$ cat src/ubxpl_pkg.sv
// shared types and constants for the ubx position frame checker
package ubxpl_pkg;

   localparam int unsigned IDX_W       = 6;
   localparam int unsigned INDEX_MAX   = 63;
   localparam int unsigned FIELD_FIRST = 2;
   localparam int unsigned FIELD_BYTES = 32;
   localparam int unsigned WORD_COUNT  = FIELD_BYTES / 4;
   localparam int unsigned SUM_START   = 4;
   localparam int unsigned CHECK_MIN   = 3;

   typedef logic [IDX_W-1:0] index_type;
   typedef logic [7:0]       byte_type;
   typedef logic [31:0]      word_type;

   // control shared between the frame tracker and the field store
   typedef struct packed {
      logic      step;
      logic      start;
      index_type index;
   } ctl_type;

   // one decoded frame as it leaves the block
   typedef struct packed {
      logic [7:0]         msg_class;
      logic [7:0]         msg_id;
      logic [15:0]        payload_length;
      logic [31:0]        time_of_week;
      logic signed [31:0] longitude;
      logic signed [31:0] latitude;
      logic signed [31:0] height_ellipsoid;
      logic signed [31:0] height_sea_level;
      logic [31:0]        horiz_accuracy;
      logic [31:0]        vert_accuracy;
      logic               checksum_ok;
   } result_type;

endpackage

$ cat src/ubxpl_if.sv
// valid/ready channel interfaces for frame bytes and decoded results
interface ubxpl_req_if;
   logic       valid;
   logic       ready;
   logic [7:0] frame_byte;
   logic       frame_last;

   modport source (output valid, output frame_byte, output frame_last, input ready);
   modport sink   (input valid, input frame_byte, input frame_last, output ready);
endinterface

interface ubxpl_rsp_if;
   logic               valid;
   logic               ready;
   logic [7:0]         msg_class;
   logic [7:0]         msg_id;
   logic [15:0]        payload_length;
   logic [31:0]        time_of_week;
   logic signed [31:0] longitude;
   logic signed [31:0] latitude;
   logic signed [31:0] height_ellipsoid;
   logic signed [31:0] height_sea_level;
   logic [31:0]        horiz_accuracy;
   logic [31:0]        vert_accuracy;
   logic               checksum_ok;

   modport source (output valid, output msg_class, output msg_id, output payload_length,
                   output time_of_week, output longitude, output latitude,
                   output height_ellipsoid, output height_sea_level,
                   output horiz_accuracy, output vert_accuracy, output checksum_ok,
                   input ready);
   modport sink   (input valid, input msg_class, input msg_id, input payload_length,
                   input time_of_week, input longitude, input latitude,
                   input height_ellipsoid, input height_sea_level,
                   input horiz_accuracy, input vert_accuracy, input checksum_ok,
                   output ready);
endinterface

$ cat src/ubxpl_frame_state.sv
// byte index, running fletcher sums, held bytes and checksum compare
module ubxpl_frame_state (
   input  logic               clock,
   input  logic               reset,
   input  logic               step,
   input  ubxpl_pkg::byte_type frame_byte,
   input  logic               frame_last,
   output ubxpl_pkg::ctl_type ctl,
   output logic               checksum_ok
);
   import ubxpl_pkg::*;

   index_type index_ff, index_in;
   byte_type  sum_a_ff, sum_a_in;
   byte_type  sum_b_ff, sum_b_in;
   byte_type  held_older_ff, held_newer_ff;
   logic      start;
   logic      add_en;
   byte_type  sum_a_base, sum_b_base;

   // sums restart at frame start, then take the byte two positions back
   always_comb begin
      start      = (index_ff == '0);
      add_en     = (index_ff >= IDX_W'(SUM_START));
      sum_a_base = start ? '0 : sum_a_ff;
      sum_b_base = start ? '0 : sum_b_ff;
      sum_a_in   = add_en ? byte_type'(sum_a_base + held_older_ff) : sum_a_base;
      sum_b_in   = add_en ? byte_type'(sum_b_base + sum_a_in) : sum_b_base;
   end

   // checksum compare against the two newest bytes
   assign checksum_ok = (index_ff >= IDX_W'(CHECK_MIN)) && (sum_a_in == held_newer_ff)
                        && (sum_b_in == frame_byte);

   // next index: back to zero after the last byte, otherwise count and saturate
   always_comb begin
      if (frame_last) begin
         index_in = '0;
      end else if (index_ff == IDX_W'(INDEX_MAX)) begin
         index_in = index_ff;
      end else begin
         index_in = index_ff + IDX_W'(1);
      end
   end

   always_ff @(posedge clock) begin
      if (reset) begin
         index_ff <= '0;
      end else if (step) begin
         index_ff <= index_in;
      end
   end

   // sums and held bytes
   always_ff @(posedge clock) begin
      if (step) begin
         sum_a_ff      <= sum_a_in;
         sum_b_ff      <= sum_b_in;
         held_older_ff <= held_newer_ff;
         held_newer_ff <= frame_byte;
      end
   end

   assign ctl.step  = step;
   assign ctl.start = start;
   assign ctl.index = index_ff;

endmodule

$ cat src/ubxpl_field_store.sv
// gathers header and position bytes at fixed frame offsets
module ubxpl_field_store (
   input  logic                                        clock,
   input  ubxpl_pkg::ctl_type                          ctl,
   input  ubxpl_pkg::byte_type                         frame_byte,
   output logic [ubxpl_pkg::WORD_COUNT-1:0][31:0]      field_words
);
   import ubxpl_pkg::*;

   byte_type field_ff [FIELD_BYTES];
   byte_type field_in [FIELD_BYTES];

   // each byte slot clears at frame start and loads when its offset comes by
   always_comb begin
      for (int i = 0; i < FIELD_BYTES; i++) begin
         field_in[i] = ctl.start ? '0 : field_ff[i];
         if (ctl.index == IDX_W'(FIELD_FIRST + i)) begin
            field_in[i] = frame_byte;
         end
      end
   end

   always_ff @(posedge clock) begin
      if (ctl.step) begin
         for (int i = 0; i < FIELD_BYTES; i++) begin
            field_ff[i] <= field_in[i];
         end
      end
   end

   // little-endian words including the byte of this transaction
   always_comb begin
      for (int w = 0; w < WORD_COUNT; w++) begin
         field_words[w] = {field_in[4*w+3], field_in[4*w+2], field_in[4*w+1], field_in[4*w]};
      end
   end

endmodule

$ cat src/ubxpl_frame_check_decode_top.sv
// top level of the ubx position frame checker and field decoder
//
//  channel   dir  handshake      payload
//  req_chan  in   valid/ready    frame_byte[8], frame_last[1]
//  rsp_chan  out  valid/ready    decoded position fields, checksum_ok
//
// one byte is taken every cycle while no result waits on the receiver; a frame
// result passes the input register, then the result register, once its last byte is accepted.
// reset clears the byte index and both valid flags; field bytes and sums are
// cleared at the start of every frame instead.
// a result waiting on the receiver stops the whole byte path; at most one more
// byte is taken into the input register before ready drops.
module ubx_posllh_frame_check_decode_top (
   input logic        clock,
   input logic        reset,
   ubxpl_req_if.sink   req_chan,
   ubxpl_rsp_if.source rsp_chan
);
   import ubxpl_pkg::*;

   logic       req_valid_ff;
   byte_type   req_byte_ff;
   logic       req_last_ff;
   logic       rsp_valid_ff;
   result_type rsp_ff, rsp_in;
   logic       advance;
   logic       step;
   ctl_type    state_ctl;
   logic       checksum_ok;
   logic [WORD_COUNT-1:0][31:0] field_words;

   // pipeline moves whenever the result slot is free or being drained
   assign advance        = !rsp_valid_ff || rsp_chan.ready;
   assign req_chan.ready = !req_valid_ff || advance;
   assign step           = req_valid_ff && advance;

   // input register
   always_ff @(posedge clock) begin
      if (reset) begin
         req_valid_ff <= 1'b0;
      end else if (req_chan.ready) begin
         req_valid_ff <= req_chan.valid;
      end
   end

   always_ff @(posedge clock) begin
      if (req_chan.valid && req_chan.ready) begin
         req_byte_ff <= req_chan.frame_byte;
         req_last_ff <= req_chan.frame_last;
      end
   end

   ubxpl_frame_state u_state (
      .clock       (clock),
      .reset       (reset),
      .step        (step),
      .frame_byte  (req_byte_ff),
      .frame_last  (req_last_ff),
      .ctl         (state_ctl),
      .checksum_ok (checksum_ok)
   );

   ubxpl_field_store u_fields (
      .clock       (clock),
      .ctl         (state_ctl),
      .frame_byte  (req_byte_ff),
      .field_words (field_words)
   );

   // assemble the frame result
   always_comb begin
      rsp_in.msg_class        = field_words[0][7:0];
      rsp_in.msg_id           = field_words[0][15:8];
      rsp_in.payload_length   = field_words[0][31:16];
      rsp_in.time_of_week     = field_words[1];
      rsp_in.longitude        = field_words[2];
      rsp_in.latitude         = field_words[3];
      rsp_in.height_ellipsoid = field_words[4];
      rsp_in.height_sea_level = field_words[5];
      rsp_in.horiz_accuracy   = field_words[6];
      rsp_in.vert_accuracy    = field_words[7];
      rsp_in.checksum_ok      = checksum_ok;
   end

   // result register
   always_ff @(posedge clock) begin
      if (reset) begin
         rsp_valid_ff <= 1'b0;
      end else if (advance) begin
         rsp_valid_ff <= step && req_last_ff;
      end
   end

   always_ff @(posedge clock) begin
      if (step && req_last_ff) begin
         rsp_ff <= rsp_in;
      end
   end

   assign rsp_chan.valid            = rsp_valid_ff;
   assign rsp_chan.msg_class        = rsp_ff.msg_class;
   assign rsp_chan.msg_id           = rsp_ff.msg_id;
   assign rsp_chan.payload_length   = rsp_ff.payload_length;
   assign rsp_chan.time_of_week     = rsp_ff.time_of_week;
   assign rsp_chan.longitude        = rsp_ff.longitude;
   assign rsp_chan.latitude         = rsp_ff.latitude;
   assign rsp_chan.height_ellipsoid = rsp_ff.height_ellipsoid;
   assign rsp_chan.height_sea_level = rsp_ff.height_sea_level;
   assign rsp_chan.horiz_accuracy   = rsp_ff.horiz_accuracy;
   assign rsp_chan.vert_accuracy    = rsp_ff.vert_accuracy;
   assign rsp_chan.checksum_ok      = rsp_ff.checksum_ok;

`ifndef SYNTHESIS
   // a new result only follows a processed last byte
   a_rsp_from_last: assert property (@(posedge clock) disable iff (reset)
      $rose(rsp_valid_ff) |-> $past(step && req_last_ff))
      else $error("result valid without a last byte");

   // the byte index restarts after every frame end
   a_index_restart: assert property (@(posedge clock) disable iff (reset)
      (step && req_last_ff) |=> (state_ctl.index == '0))
      else $error("byte index not cleared after frame end");

   // mid-frame bytes advance the index by one until it saturates
   a_index_count: assert property (@(posedge clock) disable iff (reset)
      (step && !req_last_ff && (state_ctl.index != IDX_W'(INDEX_MAX)))
      |=> (state_ctl.index == IDX_W'($past(state_ctl.index) + IDX_W'(1))))
      else $error("byte index did not advance");

   // a held input byte is not lost while the result slot is blocked
   a_input_hold: assert property (@(posedge clock) disable iff (reset)
      (req_valid_ff && !advance) |=> (req_valid_ff && $stable(req_byte_ff)))
      else $error("input byte changed while stalled");
`endif

endmodule
$ cat src/flat_wrapper.sv
// flat-port wrapper written by rule: the top's interface ports become plain ports
module ubx_posllh_frame_check_decode_top_flat import ubxpl_pkg::*;
  (clock, reset, req_chan_valid, req_chan_frame_byte, req_chan_frame_last, req_chan_ready, rsp_chan_valid, rsp_chan_msg_class, rsp_chan_msg_id, rsp_chan_payload_length, rsp_chan_time_of_week, rsp_chan_longitude, rsp_chan_latitude, rsp_chan_height_ellipsoid, rsp_chan_height_sea_level, rsp_chan_horiz_accuracy, rsp_chan_vert_accuracy, rsp_chan_checksum_ok, rsp_chan_ready);
  ubxpl_req_if req_chan_i ();
  ubxpl_rsp_if rsp_chan_i ();
  input logic clock;
  input logic reset;
  input wire logic [$bits(req_chan_i.valid)-1:0] req_chan_valid;
  input wire logic [$bits(req_chan_i.frame_byte)-1:0] req_chan_frame_byte;
  input wire logic [$bits(req_chan_i.frame_last)-1:0] req_chan_frame_last;
  output wire logic [$bits(req_chan_i.ready)-1:0] req_chan_ready;
  output wire logic [$bits(rsp_chan_i.valid)-1:0] rsp_chan_valid;
  output wire logic [$bits(rsp_chan_i.msg_class)-1:0] rsp_chan_msg_class;
  output wire logic [$bits(rsp_chan_i.msg_id)-1:0] rsp_chan_msg_id;
  output wire logic [$bits(rsp_chan_i.payload_length)-1:0] rsp_chan_payload_length;
  output wire logic [$bits(rsp_chan_i.time_of_week)-1:0] rsp_chan_time_of_week;
  output wire logic [$bits(rsp_chan_i.longitude)-1:0] rsp_chan_longitude;
  output wire logic [$bits(rsp_chan_i.latitude)-1:0] rsp_chan_latitude;
  output wire logic [$bits(rsp_chan_i.height_ellipsoid)-1:0] rsp_chan_height_ellipsoid;
  output wire logic [$bits(rsp_chan_i.height_sea_level)-1:0] rsp_chan_height_sea_level;
  output wire logic [$bits(rsp_chan_i.horiz_accuracy)-1:0] rsp_chan_horiz_accuracy;
  output wire logic [$bits(rsp_chan_i.vert_accuracy)-1:0] rsp_chan_vert_accuracy;
  output wire logic [$bits(rsp_chan_i.checksum_ok)-1:0] rsp_chan_checksum_ok;
  input wire logic [$bits(rsp_chan_i.ready)-1:0] rsp_chan_ready;
  assign req_chan_i.valid = req_chan_valid;
  assign req_chan_i.frame_byte = req_chan_frame_byte;
  assign req_chan_i.frame_last = req_chan_frame_last;
  assign req_chan_ready = req_chan_i.ready;
  assign rsp_chan_valid = rsp_chan_i.valid;
  assign rsp_chan_msg_class = rsp_chan_i.msg_class;
  assign rsp_chan_msg_id = rsp_chan_i.msg_id;
  assign rsp_chan_payload_length = rsp_chan_i.payload_length;
  assign rsp_chan_time_of_week = rsp_chan_i.time_of_week;
  assign rsp_chan_longitude = rsp_chan_i.longitude;
  assign rsp_chan_latitude = rsp_chan_i.latitude;
  assign rsp_chan_height_ellipsoid = rsp_chan_i.height_ellipsoid;
  assign rsp_chan_height_sea_level = rsp_chan_i.height_sea_level;
  assign rsp_chan_horiz_accuracy = rsp_chan_i.horiz_accuracy;
  assign rsp_chan_vert_accuracy = rsp_chan_i.vert_accuracy;
  assign rsp_chan_checksum_ok = rsp_chan_i.checksum_ok;
  assign rsp_chan_i.ready = rsp_chan_ready;
  ubx_posllh_frame_check_decode_top u_core (.clock(clock), .reset(reset), .req_chan(req_chan_i), .rsp_chan(rsp_chan_i));
endmodule
$ cat config.mk
export PLATFORM = sky130hd
export DESIGN_NAME = ubx_posllh_frame_check_decode_top_flat
export DESIGN_NICKNAME = d
export VERILOG_FILES = /design/src/ubxpl_pkg.sv /design/src/ubxpl_if.sv /design/src/ubxpl_frame_state.sv /design/src/ubxpl_field_store.sv /design/src/ubxpl_frame_check_decode_top.sv /design/src/flat_wrapper.sv
export SDC_FILE = /design/constraint.sdc
export NUM_CORES = 1
export LEC_CHECK = 0
export BUFFER_PORTS_ARGS = -buffer_cell sky130_fd_sc_hd__buf_2
export CAP_MARGIN = 5
export CORE_ASPECT_RATIO = 0.5
export CORE_MARGIN = 4
export CORE_UTILIZATION = 45
export DETAILED_ROUTE_END_ITERATION = 7
export SLEW_MARGIN = 20
export SYNTH_ARGS = -nofsm -noshare
export SYNTH_HDL_FRONTEND = slang
export SYNTH_HIERARCHICAL = 1
export SYNTH_SLANG_ARGS = --single-unit
export TNS_END_PERCENT = 5
$ cat constraint.sdc
create_clock -name clock -period 18.3 [get_ports clock]
set_input_delay 2.745 -clock clock [delete_from_list [all_inputs] [get_ports clock]]
set_output_delay 2.745 -clock clock [all_outputs]
set_load 0.01 [all_outputs]
### Yosys cells after proc, flatten, opt, wreduce, memory -nomap -nowiden

Memory sizes are Yosys's and may differ from the RTL's.
Cells that the tools add are included.

| storage, ports and cells | value |
|---|---|
| bits in registers | 306 |
| RAM bits | 256 |
| input port bits | 13 |
| output and inout port bits | 259 |
| word-level logic and storage cells | 145 |
| memories kept | 1 |

| operators by class | value |
|---|---|
| $add $sub $neg | 3 |
| order comparisons | 2 |
| eq/ne operators | 36 |
| multiplexer cells | 72 |
| reduce and logical (&&, ||, !) cells | 11 |

Memory list:

| name | words | width | read ports | clocked after Yosys merged registers in | write ports | line | text |
|---|---|---|---|---|---|---|---|
| u_core.u_fields.field_ff | 32 | 8 | 32 | 0 | 32 | ubxpl_field_store.sv:10 | `byte_type field_ff [FIELD_BYTES];` |

Operators by type and width:

| kind | count |
|---|---|
| $mux 8 | 68 |
| $eq 6x5->1 const B | 16 |
| $eq 6x4->1 const B | 8 |
| $eq 6x3->1 const B | 4 |
| $eq 6x6->1 const B | 3 |
| $add 8x8->8 | 2 |
| $eq 8x8->1 | 2 |
| $eq 6x2->1 const B | 2 |
| $mux 6 | 2 |
| $add 6x1->6 const B | 1 |
| $ge 6x2->1 const B | 1 |
| $ge 6x3->1 const B | 1 |
| $logic_not 6->1 | 1 |
| $logic_and 1x1->1 | 5 |
| $logic_not 1->1 | 2 |
| $logic_or 1x1->1 | 2 |
| $mux 1 | 2 |
| $ne 2x1->1 const B | 1 |
| $reduce_and 2->1 | 1 |

### Logic depth before layout (Yosys ltp)

| logic depth | value |
|---|---|
| word-level depth | 8 |
| gate-level depth with buffers | 27 |
| gate-level depth less buffers | 24 |

### By module

Netlist, hierarchy kept.

By module, submodules not included:

| module | instances | cells each | area each (µm²) | seq. area each (µm²) |
|---|---|---|---|---|
| ubxpl_field_store | 1 | 885 | 12826.1 | 7687.4 |
| ubx_posllh_frame_check_decode_top | 1 | 277 | 8090.3 | 8027.7 |
| ubxpl_frame_state | 1 | 316 | 2962.8 | 1081.0 |

### Least setup slack after synthesis

Ideal clock, no wire load.

| timing path | value |
|---|---|
| kind | input port to flip-flop |
| start | input rsp_chan_ready |
| end | register u_core.rsp_ff (netlist bit u_core/rsp_chan.checksum_ok) (enable) |
| arrival | 14.141 ns |
| required time | 17.389 ns |
| setup slack | 3.248 ns |
| stages on the path | 2 |
| buffers on the path | 0 |
| cell sequence | nand2b_1 nor2b_1 |

| between the ends | value |
|---|---|
| cells in the longest elaborated chain, start to end | 3 |

Ends and longest elaborated chain:

| item | line | text |
|---|---|---|
| from (decl) | flat_wrapper.sv:24 | `input wire logic [$bits(rsp_chan_i.ready)-1:0] rsp_chan_ready;` |
| $logic_or 1x1->1 | ubxpl_frame_check_decode_top.sv:33 | `assign advance = !rsp_valid_ff \|\| rsp_chan.ready;` |
| $logic_and 1x1->1 | ubxpl_frame_check_decode_top.sv:35 | `assign step = req_valid_ff && advance;` |
| $logic_and 1x1->1 | ubxpl_frame_check_decode_top.sv:95 | `if (step && req_last_ff) begin` |
| to (signal assigned) | ubxpl_frame_check_decode_top.sv:96 | `rsp_ff <= rsp_in;` |
| to (decl) | ubxpl_frame_check_decode_top.sv:25 | `result_type rsp_ff, rsp_in;` |

No other way between the ends.
A chain may end at the register's enable or synchronous reset.

### Final worst setup path

| timing path | value |
|---|---|
| start | register u_core.u_state.index_ff[1] |
| end | register u_core.rsp_ff (netlist bit u_core/rsp_chan.checksum_ok), data pin |

| between the ends | value |
|---|---|
| cells in the longest elaborated chain, start to end | 8 |
| elaborated cells between the ends (all ways) | 13 |

Ends and longest elaborated chain:

| item | line | text |
|---|---|---|
| from (decl) | ubxpl_frame_state.sv:13 | `index_type index_ff, index_in;` |
| from (signal assigned) | ubxpl_frame_state.sv:50 | `index_ff <= index_in;` |
| $logic_not 6->1 | ubxpl_frame_state.sv:23 | `start = (index_ff == '0);` |
| $mux 8 | ubxpl_frame_state.sv:25 | `sum_a_base = start ? '0 : sum_a_ff;` |
| $add 8x8->8 | ubxpl_frame_state.sv:27 | `sum_a_in = add_en ? byte_type'(sum_a_base + held_older_ff) : sum_a_base;` |
| $mux 8 * | ubxpl_frame_state.sv:27 |  |
| net u_core.u_state.sum_a_in[6] | ubxpl_frame_state.sv:14 | `byte_type sum_a_ff, sum_a_in;` |
| $add 8x8->8 | ubxpl_frame_state.sv:28 | `sum_b_in = add_en ? byte_type'(sum_b_base + sum_a_in) : sum_b_base;` |
| $mux 8 | ubxpl_frame_state.sv:28 |  |
| $eq 8x8->1 | ubxpl_frame_state.sv:33 | `&& (sum_b_in == frame_byte);` |
| $logic_and 1x1->1 * | ubxpl_frame_state.sv:33 |  |
| net u_core.checksum_ok | ubxpl_frame_check_decode_top.sv:29 | `logic checksum_ok;` |

Mark *: on every way through the listed nets, which the timed path passes. The rest lies on a longest branch.

==> metrics.txt <==
status finished, final reports clean; fraction of the yosys area taken by sequential cells 0.703; startpoint of the worst-slack reg-to-reg timing path u_core/u_state/index_ff[1]; total number of vias 13,000; number of antenna violations at the first check in global routing 0; Clock Skews 0.0197 ns; Clock Path Buffers 3; xor-xnor portion of the synthesized cell area 0.0114; final routed wirelength across all metal layers 56,400 um; Critical Path RT 18.72 ns; period utilization 0.362; Register-to-Register Setup Slack 11.68 ns; arrival time of the worst setup path 7.05 ns; Crit Path Max Fanout 15; kind of end point of the critical path register; HP Class reg -> reg; antenna cells 0; drt pass-1 iters 5; number of enable-type register cells in the synthesized netlist 554; Setup CP Type reg -> reg; post-synthesis adder-cell area fraction 0.00838; Overflow after GRT 0; number of global-route vias before repair 13,400; I/O pin cnt 272; Worst Reg-to-Reg Cells 24; number of endpoints failing setup at the final stage 0; global-route wire length before repair 83,600 um; power density of the placed cells 97.9 mW/mm^2; fin util 0.527; net count after synthesis 1,505; overall fraction of global-route tracks in use 0.192; final critical delay including setup and external delays 6.62 ns; Hold Vio Cnt, Final 0; area fraction in and, or, nand and nor cells after synthesis 0.107; area of the mapped netlist 0.0239 mm^2; count of hold-fix buffers inserted at cts 0; remaining antenna violation count after routing 0; Post-CTS Setup Bufs 0; count of clock tree sinks 562; largest family of logic cells by synthesized area multiplexers; asr flop ratio synth 0; net switching power of the design 604 uW; synthesis-to-layout area growth 15.2%; most frequently used flop master after synthesis edfxtp_1; endpoint of the worst hold path u_core/u_state/held_older_ff[4]; internal power 2090 uW; compound-cell area share of the yosys netlist 0.0262; # resized after CTS 0; combinational fraction of design power 0.066; post-synthesis area per instance 16.2 um^2; max cap viols 0; Core Region 0.0522 mm^2; power share of the sequential group 0.554; highest clock frequency the design can meet 0.151 GHz; synth unique cells 73; Die Span Y 171 um; TritonCTS clock tree built; remaining design rule violation count 0; leakage power figure 0.0102 uW; Initial Util 0.458; cell types with the largest area share after synthesis edfxtp_1, mux2_2, nor2b_1; gp weighted congestion 0.827; Final HPWL DP 33,300 um; nets 1,757; die area 0.0570 mm^2; share of cells above drive strength 1 0.362; iteration-0 DRC count of the detailed router 983; worst skew pair latency 0.60 ns; post-detailed-route wirelength per cell 22.8 um; die outline width 334 um; I/O Buffers 271; total of warnings raised by yosys 6; worst vdd rail ir drop 74.3 uV; fraction of synthesized area in multiplexers 0.126; switching part of the total power 0.224; largest net degree at the start of global routing 196; H-tree depth 2; number of standard cells after synthesis 1,478; portion of synthesized cell area occupied by the leading cell type 0.697; clock transition at the register clock pins on the worst setup and hold paths after CTS 0.08 ns; Reg-to-Reg End u_core/rsp_chan.checksum_ok; number of max-slew violations in the final report 0; root cell of the clock tree clkbuf_16; startpoint of the tightest hold check path u_core/u_state/held_newer_ff[4]; worst hold stages 0; TNS Setup 0 ns; Worst slew margin 0.268; cell accounting for the most synthesized area edfxtp_1; startpoint types register; std cell rows 59; vias per std cell 5.28; Clock Power Share 0.380; flop and latch count out of synthesis 562; number of CTS-inserted buffers 50; unrepaired setup endpoints after global routing no; slew of the pin with the lowest slew margin 1.10 ns
## stage by stage
step	cells	instance area [um^2]	hold WS (ns)	setup WS [ns]	total power, uW
finish	2470	27500	0.455	11.68	2690
global route	2470	27500	0.474	11.31	2790
CTS	2469	27500	0.456	11.71	2720
detailed placement	2378	25900	0.440	11.78	1700
global placement	2378	25900	0.438	11.90	1690
floorplan	1478	23900	0.426	3.25	1640
## synth_stat cells (12+ instances only)
library cell,instances
edfxtp_1,554
nor2b_1,270
mux2_2,252
clkbuf_1,67
nand2_1,48
a21oi_1,23
nor2_1,22
xnor2_1,17
inv_1,15
buf_2,14
xor2_1,14
ha_1,12
## layout by cell type, fill, tap and decap left out, drive strengths merged, types with 8 or more instances in the layout
master,synthesis,routed
a21oi,24,24
and2,11,11
buf,19,286
clkbuf,67,59
clkinv,0,24
dfxtp,8,8
edfxtp,554,554
ha,12,12
inv,16,16
mux2,260,260
nand2,49,49
nand3,8,8
nor2,24,24
nor2b,270,270
nor3,11,11
o21ai,10,10
xnor2,17,17
xor2,14,14
## routing by layer
| layer | wire length [um] | track usage | share of wire |
|---|---|---|---|
| met1 | 23800 | 0.246 | 0.42 |
| met2 | 28500 | 0.338 | 0.51 |
| met4 | 1360 | 0.0527 | 0.024 |
| met5 | 0 | 0 | 0 |
| met3 | 2690 | 0.0362 | 0.048 |
## worst max path at each step
stage / start / to / slack [ns] / depth (start not counted)
floorplan: rsp_chan_ready / u_core/rsp_chan.checksum_ok / 3.25 / 2
global placement: u_core/u_state/index_ff[0] / u_core/rsp_chan.checksum_ok / 11.90 / 24
detailed placement: u_core/u_state/index_ff[0] / u_core/rsp_chan.checksum_ok / 11.78 / 24
CTS: u_core/u_state/index_ff[0] / u_core/rsp_chan.checksum_ok / 11.71 / 24
global route: u_core/u_state/index_ff[0] / u_core/rsp_chan.checksum_ok / 11.31 / 24
finish: u_core/u_state/index_ff[1] / u_core/rsp_chan.checksum_ok / 11.68 / 24
## power groups by stage
stage / clock [uW] / combinational [uW] / sequential (uW)
2_1_floorplan: 0 / 109 / 1530
3_3_place_gp: 0 / 175 / 1520
3_5_place_dp: 0 / 180 / 1520
4_1_cts: 1050 / 181 / 1490
5_1_grt: 1100 / 195 / 1500
6_report: 1020 / 179 / 1490
## cell type report
cell class	instances	area, um^2
timing repair buffer	286	1510
fill	4247	24700
multi-input combinational	814	6680
clock inverter	32	231
sequential	562	16800
tap	701	877
inverter	16	67.6
clock buffer	59	1340
## flip-flops by register name (all words and copies together) (netlist names), 16 cells and up
name	flops
u_core/rsp_chan.height_ellipsoid	32
u_core/rsp_chan.height_sea_level	32
u_core/rsp_chan.horiz_accuracy	32
u_core/rsp_chan.latitude	32
u_core/rsp_chan.longitude	32
u_core/rsp_chan.payload_length	16
u_core/rsp_chan.time_of_week	32
u_core/rsp_chan.vert_accuracy	32
u_core/u_fields/field_ff	256
## worst max-delay path, cell delays in order, from the launching register on
cell,delay [ns]
dfxtp_1,0.70
inv_1,0.10
ha_1,0.38
nand2_1,0.56
and2_1,0.22
ha_1,0.22
inv_1,0.08
fa_1,0.49
nand2b_1,0.25
nor3_1,0.22
nor3_1,0.07
o22ai_1,0.19
a21oi_1,0.13
xor2_1,0.15
a21oi_1,0.33
ha_1,0.37
xnor2_1,0.19
a2111oi_0,0.46
a31o_2,0.16
nand3_1,0.08
a211o_1,0.26
a311oi_1,0.25
o2111a_1,0.24
o2111ai_1,0.11
a211oi_1,0.23
## cells by family after synthesis
| kind of cell | Yosys count |
|---|---|
| flip-flops | 562 |
| AND/OR/NAND/NOR | 417 |
| multiplexers | 265 |
| buffers and inverters | 102 |
| AO/OA/AOI/OAI | 86 |
| XOR/XNOR | 31 |
| adder cells (fa/ha/maj) | 15 |
No activity file was read; power rests on OpenSTA's default activity.
